--- src/hw/rtl/packed_bit_field_array_unit_assert.svh ---
// Assertion macros for the packed bit-field array unit.
// Each macro samples on i_clk and is disabled while i_rst_n is low.
`ifndef PACKED_BIT_FIELD_ARRAY_UNIT_ASSERT_SVH
`define PACKED_BIT_FIELD_ARRAY_UNIT_ASSERT_SVH

// Consequent holds in the same cycle as the antecedent.
`define PBFA_ASSERT_NOW(label, ante, cons, msg) \
    label: assert property (@(posedge i_clk) disable iff (!i_rst_n) (ante) |-> (cons)) \
        else $error(msg);

// Consequent holds in the cycle after the antecedent.
`define PBFA_ASSERT_NEXT(label, ante, cons, msg) \
    label: assert property (@(posedge i_clk) disable iff (!i_rst_n) (ante) |=> (cons)) \
        else $error(msg);

`endif

--- src/hw/rtl/pbfa_pkg.sv ---
// Shared types, constants and helper functions of the packed bit-field array unit.
// No dependencies.
package pbfa_pkg;

    localparam int STORE_BYTES_DEF = 4096;

    localparam int OPC_W   = 1;
    localparam int IDX_W   = 15;
    localparam int VAL_W   = 64;
    localparam int ST_W    = 2;
    localparam int WID_W   = 7;
    localparam int CNT_W   = 16;
    localparam int CFG_IDX_W  = 1;
    localparam int CFG_DATA_W = 16;
    localparam int FIRST_W = IDX_W + WID_W;
    localparam int S_DATA_W = 80;
    localparam int M_DATA_W = 64;

    localparam logic [WID_W-1:0] WIDTH_RST = 7'd8;
    localparam logic [CNT_W-1:0] COUNT_RST = 16'd4096;

    localparam logic [OPC_W-1:0] OP_READ  = 1'b0;
    localparam logic [OPC_W-1:0] OP_WRITE = 1'b1;

    localparam logic [ST_W-1:0] ST_OK    = 2'd0;
    localparam logic [ST_W-1:0] ST_INDEX = 2'd1;
    localparam logic [ST_W-1:0] ST_VALUE = 2'd2;

    localparam logic [CFG_IDX_W-1:0] CFG_WIDTH = 1'b0;
    localparam logic [CFG_IDX_W-1:0] CFG_COUNT = 1'b1;

    typedef enum logic [2:0] {
        S_CLEAR,
        S_IDLE,
        S_ADDR,
        S_LOOKUP,
        S_COMMIT
    } t_state;

    typedef struct packed {
        logic capture;
        logic calc;
        logic check;
        logic commit;
        logic clear_step;
    } t_cmd;

    typedef struct packed {
        logic clear_last;
        logic out_free;
    } t_sts;

    // Clamp the width register to 1..64.
    function automatic logic [WID_W-1:0] eff_width(input logic [WID_W-1:0] cfg);
        logic [WID_W-1:0] w;
        if (cfg == '0) begin
            w = 7'd1;
        end else if (cfg > 7'd64) begin
            w = 7'd64;
        end else begin
            w = cfg;
        end
        return w;
    endfunction

    // Ones in the low w bits, w in 1..64.
    function automatic logic [VAL_W-1:0] width_mask(input logic [WID_W-1:0] w);
        logic [VAL_W-1:0] m;
        if (w >= 7'd64) begin
            m = '1;
        end else begin
            m = (64'd1 << w[5:0]) - 64'd1;
        end
        return m;
    endfunction

endpackage

--- src/hw/rtl/pbfa_ctrl.sv ---
// Controller state machine of the packed bit-field array unit.
// Depends on pbfa_pkg and packed_bit_field_array_unit_assert.svh.
`include "packed_bit_field_array_unit_assert.svh"

module pbfa_ctrl (
    input  logic              i_clk,
    input  logic              i_rst_n,
    input  logic              i_in_valid,
    output logic              o_in_ready,
    input  pbfa_pkg::t_sts    i_sts,
    output pbfa_pkg::t_cmd    o_cmd
);

    pbfa_pkg::t_state r_state;
    pbfa_pkg::t_state n_state;

    always_ff @(posedge i_clk) begin
        if (!i_rst_n) begin
            r_state <= pbfa_pkg::S_CLEAR;
        end else begin
            r_state <= n_state;
        end
    end

    always_comb begin
        n_state    = r_state;
        o_in_ready = 1'b0;
        o_cmd      = '0;
        case (r_state)
            pbfa_pkg::S_CLEAR: begin
                o_cmd.clear_step = 1'b1;
                if (i_sts.clear_last) begin
                    n_state = pbfa_pkg::S_IDLE;
                end
            end
            pbfa_pkg::S_IDLE: begin
                o_in_ready    = 1'b1;
                o_cmd.capture = i_in_valid;
                if (i_in_valid) begin
                    n_state = pbfa_pkg::S_ADDR;
                end
            end
            pbfa_pkg::S_ADDR: begin
                o_cmd.calc = 1'b1;
                n_state    = pbfa_pkg::S_LOOKUP;
            end
            pbfa_pkg::S_LOOKUP: begin
                o_cmd.check = 1'b1;
                n_state     = pbfa_pkg::S_COMMIT;
            end
            pbfa_pkg::S_COMMIT: begin
                // hold until the output register can take the result
                o_cmd.commit = i_sts.out_free;
                if (i_sts.out_free) begin
                    n_state = pbfa_pkg::S_IDLE;
                end
            end
            default: begin
                n_state = pbfa_pkg::S_IDLE;
            end
        endcase
    end

    `PBFA_ASSERT_NEXT(a_accept_to_addr, o_in_ready && i_in_valid, r_state == pbfa_pkg::S_ADDR, "accepted item did not advance to address stage")
    `PBFA_ASSERT_NEXT(a_lookup_to_commit, r_state == pbfa_pkg::S_LOOKUP, r_state == pbfa_pkg::S_COMMIT, "lookup not followed by commit")
    `PBFA_ASSERT_NOW(a_commit_free, o_cmd.commit, i_sts.out_free, "commit while output register full")

endmodule

--- config.mk ---
export PLATFORM = sky130hd
export DESIGN_NAME = pbfa_ctrl
export DESIGN_NICKNAME = d
export VERILOG_FILES = /design/src/hw/rtl/pbfa_pkg.sv /design/src/hw/rtl/pbfa_ctrl.sv
export VERILOG_INCLUDE_DIRS = /design/src /design/src/hw/rtl
export SDC_FILE = /design/constraint.sdc
export NUM_CORES = 1
export LEC_CHECK = 0
export BUFFER_PORTS_ARGS = -buffer_cell sky130_fd_sc_hd__buf_2
export CORE_AREA = 2 2 39 41
export CTS_CLUSTER_SIZE = 40
export DETAILED_ROUTE_END_ITERATION = 12
export DIE_AREA = 0 0 41 43
export PLACE_DENSITY = 0.31
export SETUP_SLACK_MARGIN = 0.02
export SLEW_MARGIN = 20
export SYNTH_ARGS = -nofsm -noshare
export SYNTH_HDL_FRONTEND = slang
export SYNTH_SLANG_ARGS = --single-unit
--- constraint.sdc ---
create_clock -name i_clk -period 3.2 [get_ports i_clk]
set_input_delay 0.16 -clock i_clk [delete_from_list [all_inputs] [get_ports i_clk]]
set_output_delay 0.16 -clock i_clk [all_outputs]
set_load 0.03 [all_outputs]
* Word level (Yosys, flattened, before mapping) *
Index checks and enable logic that the tools add are counted.

storage, ports and cells
  flip-flop bits (word level) = 3
  bits in latches = 0
  memory bits (writable) = 0
  bits in read-only memories = 0
  bits of input ports = 5
  memories = 0

operators by class
  add/sub/neg operators = 0
  multiply operators = 0
  divide/modulo/power cells = 0
  magnitude comparators = 0
  equality and inequality tests = 7
  shifts and indexed selects = 0
  muxes and demuxes = 10
  bitwise logic cells = 0
  reductions and logical operators = 2

operators with widths
  operator                                                               count
  3-bit one-hot mux with 5 select lines                                  1
  3-bit 2-to-1 mux                                                       3
  3-bit by 2-bit equality test with 1-bit output, second input constant  2
  1-bit 2-to-1 mux                                                       6
  2-bit != test, second input constant                                   3
  3-bit by 1-bit equality test with 1-bit output, second input constant  1
  3-bit equality test, second input constant                             1
  3-bit logical NOT                                                      1
  3-bit AND reduction                                                    1

* Longest topological paths before layout *
  depth in word-level cells = 3
  depth in mapped cells = 2
  depth with buffers taken out = 2

* Worst setup path before layout *
Ideal clock, no wire load.

  kind = flip-flop to flip-flop
  start = register r_state[1]
  end = register r_state[1]
  setup time = 0.061 ns
  arrival = 1.401 ns
  setup slack = 1.738 ns
  cell stages (with the launch flop) = 3
  period minus slack after synthesis = 1.462 ns
  cells stage by stage = dfxtp_1 -> nor3b_1 -> o21a_1

on the way
  cells in the longest elaborated chain, start to end = 3
  elaborated cells between the ends (all ways) = 10

RTL lines
  what                                         RTL line         text
  from (decl)                                  pbfa_ctrl.sv:14  pbfa_pkg::t_state r_state;
  from (signal assigned)                       pbfa_ctrl.sv:19  r_state <= pbfa_pkg::S_CLEAR;
  from (signal assigned)                       pbfa_ctrl.sv:21  r_state <= n_state;
  3-bit equality test (tied with other cells)  pbfa_ctrl.sv:29  case (r_state)
  2-bit != test (no line)                      --
  3-bit AND reduction (no line)                --

Parallel ways exist; a longest one is shown, timed or not.
A chain may end at the register's enable or synchronous reset.

==> run_results.csv <==
group,metric,value,unit
status,status,"finished clean",
finish,top_register,"r_state",
floorplanning,core,1384,um2
placement,dp_hpwl,337.1,um
clock_tree,numCtsBuffers,3,
hold_path,min_from,"i_rst_n",
grt,grt_usage,5.711,%
synth,syn_area,170.2,um2
grt,antenna_found_initial,0,
synth,syn_inst,18,
clock_tree,worstSkewPairLatency,0.24,ns
floorplanning,die_area,1763,um2
clock_tree,post_cts_resize_count,0,
worst_setup_path,worstPathArrival,1.17,ns
synth,syn_nets,23,
finish,layout.nets,38,
sta,final-max-slew-violation-count,0,
detailed_routing,drc,0,
worst_setup_path,max_stage_delay,0.35,ns
sta,rsz0062_at_grt,"false",
clock_tree,hold_buffers,0,
grt,grt_pass1_vias,159,
clock_tree,cts_htree_levels,1,
finish,layout-drive-gt1-share,50.00,%
grt,grt_max_degree,9,
detailed_routing,drtPass1Iterations,3,
worst_setup_path,crit_chain,"or2_1 -> nor2_1 -> buf_2",
floorplanning,die_w,41,um
floorplanning,io_pins,11,
worst_setup_path,setup.worst_path.start_class,"flop",
grt,overflow,0,
synth,ys_seq_area_share,35.29,%
run,drv_cap,0,
sta,fmax,750.1,MHz
placement,gp_congestion,0.6693,
worst_setup_path,startpoint,"r_state[0]$_SDFFE_PN0P_",
detailed_routing,wl_per_cell,9.542,um
sta,tightestPinTransition,0.2396,ns
placement,dpl_cell_area,240.2,um2
finish,fin_cells,48,
worst_setup_path,crit_family,"simple AND/OR/NAND/NOR gates",
sta,fin_hold_ws,0.1549,ns
worst_setup_path,required,3.04,ns
sta,relSlewSlack,83.80,%
pwr,total_power,0.1449,mW
sta,min_period,1.333,ns
worst_setup_path,crit_type,"flop to output port",
detailed_routing,detail_route.vias_per_cell,3.854,
worst_setup_path,r2r-start,"r_state[2]$_SDFFE_PN0P_",
detailed_routing,drt_iter0_markers,3,
finish,fillers,162,
synth,synthDistinctLibCells,12,
floorplanning,num_rows,14,
pwr,leakage,0.1249,nW
clock_tree,clock_path_buffers,2,
detailed_routing,antenna_left,0,
finish,postLayoutCellArea,266.5,um2
clock_tree,post_cts_buffers,0,
finish,syn2layout_area_growth,56.62,%
clock_tree,cts.clk_slew.worst_paths,0.04,ns
clock_tree,cts_tree,"built",
floorplanning,die_y,43,um
placement,portBuffers,10,
sta,skew,0.007715,ns
finish,largest_register_ff_count,3,
sta,finalCritPeriodShare,41.66,%
synth,synth-seq-cells,3,
finish,diodes,0,
sta,finalHoldViolCount,0,
floorplanning,start_util,12.30,%
detailed_routing,vias,185,
hold_path,min_path_type,"primary input to flop",
pwr,p_per_area,543.7,nW/um2
grt,grt_first_pass_wirelength,634,um
worst_setup_path,endpoint_kind,"output port",
sta,tns,0,ns
synth,yosysWarnings,0,
worst_setup_path,crit_buf_inv,1,
placement,dp.cells,44,
worst_setup_path,slowest_stage,"dfxtp_1",
worst_setup_path,crit_fanout,6,
finish,top_regs,"r_state: 3 flops",
pwr,ir_drop,0.2059,mV
synth,syn_area_per_cell,9.454,um2
clock_tree,cts-root-buf,"clkbuf_4",
sta,setup_violations,0,
clock_tree,cts_sinks,3,
detailed_routing,wl,458,um
[metal layers]
| metal | wire, um | up-vias | track usage, % | share of wire, % |
|---|---|---|---|---|
| li1 | - | 96 | - | - |
| met1 | 220 | 79 | 7.029 | 48 |
| met2 | 172 | 10 | 6.250 | 38 |
| met3 | 65 | 0 | 6.283 | 14 |
| met4 | 0 | 0 | 2.000 | 0 |
| met5 | 0 | - | 0 | 0 |
[final cells by class]
cell class                      count  area (um2)  area share, %
Clock buffer                        4       26.28          9.859
Multi-Input combinational cell     15       110.1          41.31
Sequential cell                     3       60.06          22.54
Tap cell                           16       20.02          7.512
Timing Repair Buffer               10       50.05          18.78
[synth_stat cells, drive strengths merged]
library cell  n  share of area (%)
and4bb        1                7.4
and3b         1                5.9
nor2          4                8.8
nand2         1                2.2
nand2b        1                5.1
nor4b         1                5.1
mux2          1                6.6
nor3b         1                4.4
dfxtp         3                 35
o21a          2                8.8
or2           1                3.7
o221a         1                6.6
[cells in the final DEF (no fill, tap or decap)]
cell type | netlist | routed
and3b_2 | 1 | 1
and4bb_2 | 1 | 1
buf_2 | 0 | 10
clkbuf_1 | 0 | 1
clkbuf_4 | 0 | 3
dfxtp_1 | 3 | 3
mux2_1 | 1 | 1
nand2_1 | 1 | 1
nand2b_2 | 1 | 1
nor2_1 | 4 | 4
nor3b_1 | 1 | 1
nor4b_1 | 1 | 1
o21a_1 | 2 | 2
o221a_1 | 1 | 1
or2_1 | 1 | 1
[through the flow]
| step | setup WS [ns] | utilization (%) |
|---|---|---|
| after global routing | 1.773 | 19.26 |
| after CTS | 1.854 | 19.26 |
| after detailed placement | 2.075 | 17.36 |
| final | 1.867 | 19.26 |
| after floorplan | 1.738 | - |
| after global placement | 2.098 | 17.36 |
[cell families (layout without fill, tap and decap cells)]
group,count (synthesis),in the layout,synth area share (%)
DFF,3,3,35.30
buffers and inverters,0,14,0
and+or+nand+nor,11,11,42.65
muxes,1,1,6.617
AOI/OAI and AO/OA,3,3,15.44
[worst paths after layout]
| path | to | slack [ns] | cells after the start |
|---|---|---|---|
| worst max-delay path | o_cmd[1] | 1.87 | 3 |
| worst min-delay path | r_state[2]$_SDFFE_PN0P_ | 0.15 | 2 |
| worst max register to register | r_state[0]$_SDFFE_PN0P_ | 2.07 | 2 |
| worst min register to register | r_state[0]$_SDFFE_PN0P_ | 0.65 | 2 |
[power by group]
part / leakage [nW] / switching [mW] / internal, mW
Combinational: 0.0853 / 0.0192 / 0.0117
Sequential: 0.0246 / 0.00384 / 0.0401
Clock: 0.0150 / 0.0230 / 0.0470
Note: power is estimated with default switching activity, not from simulation.
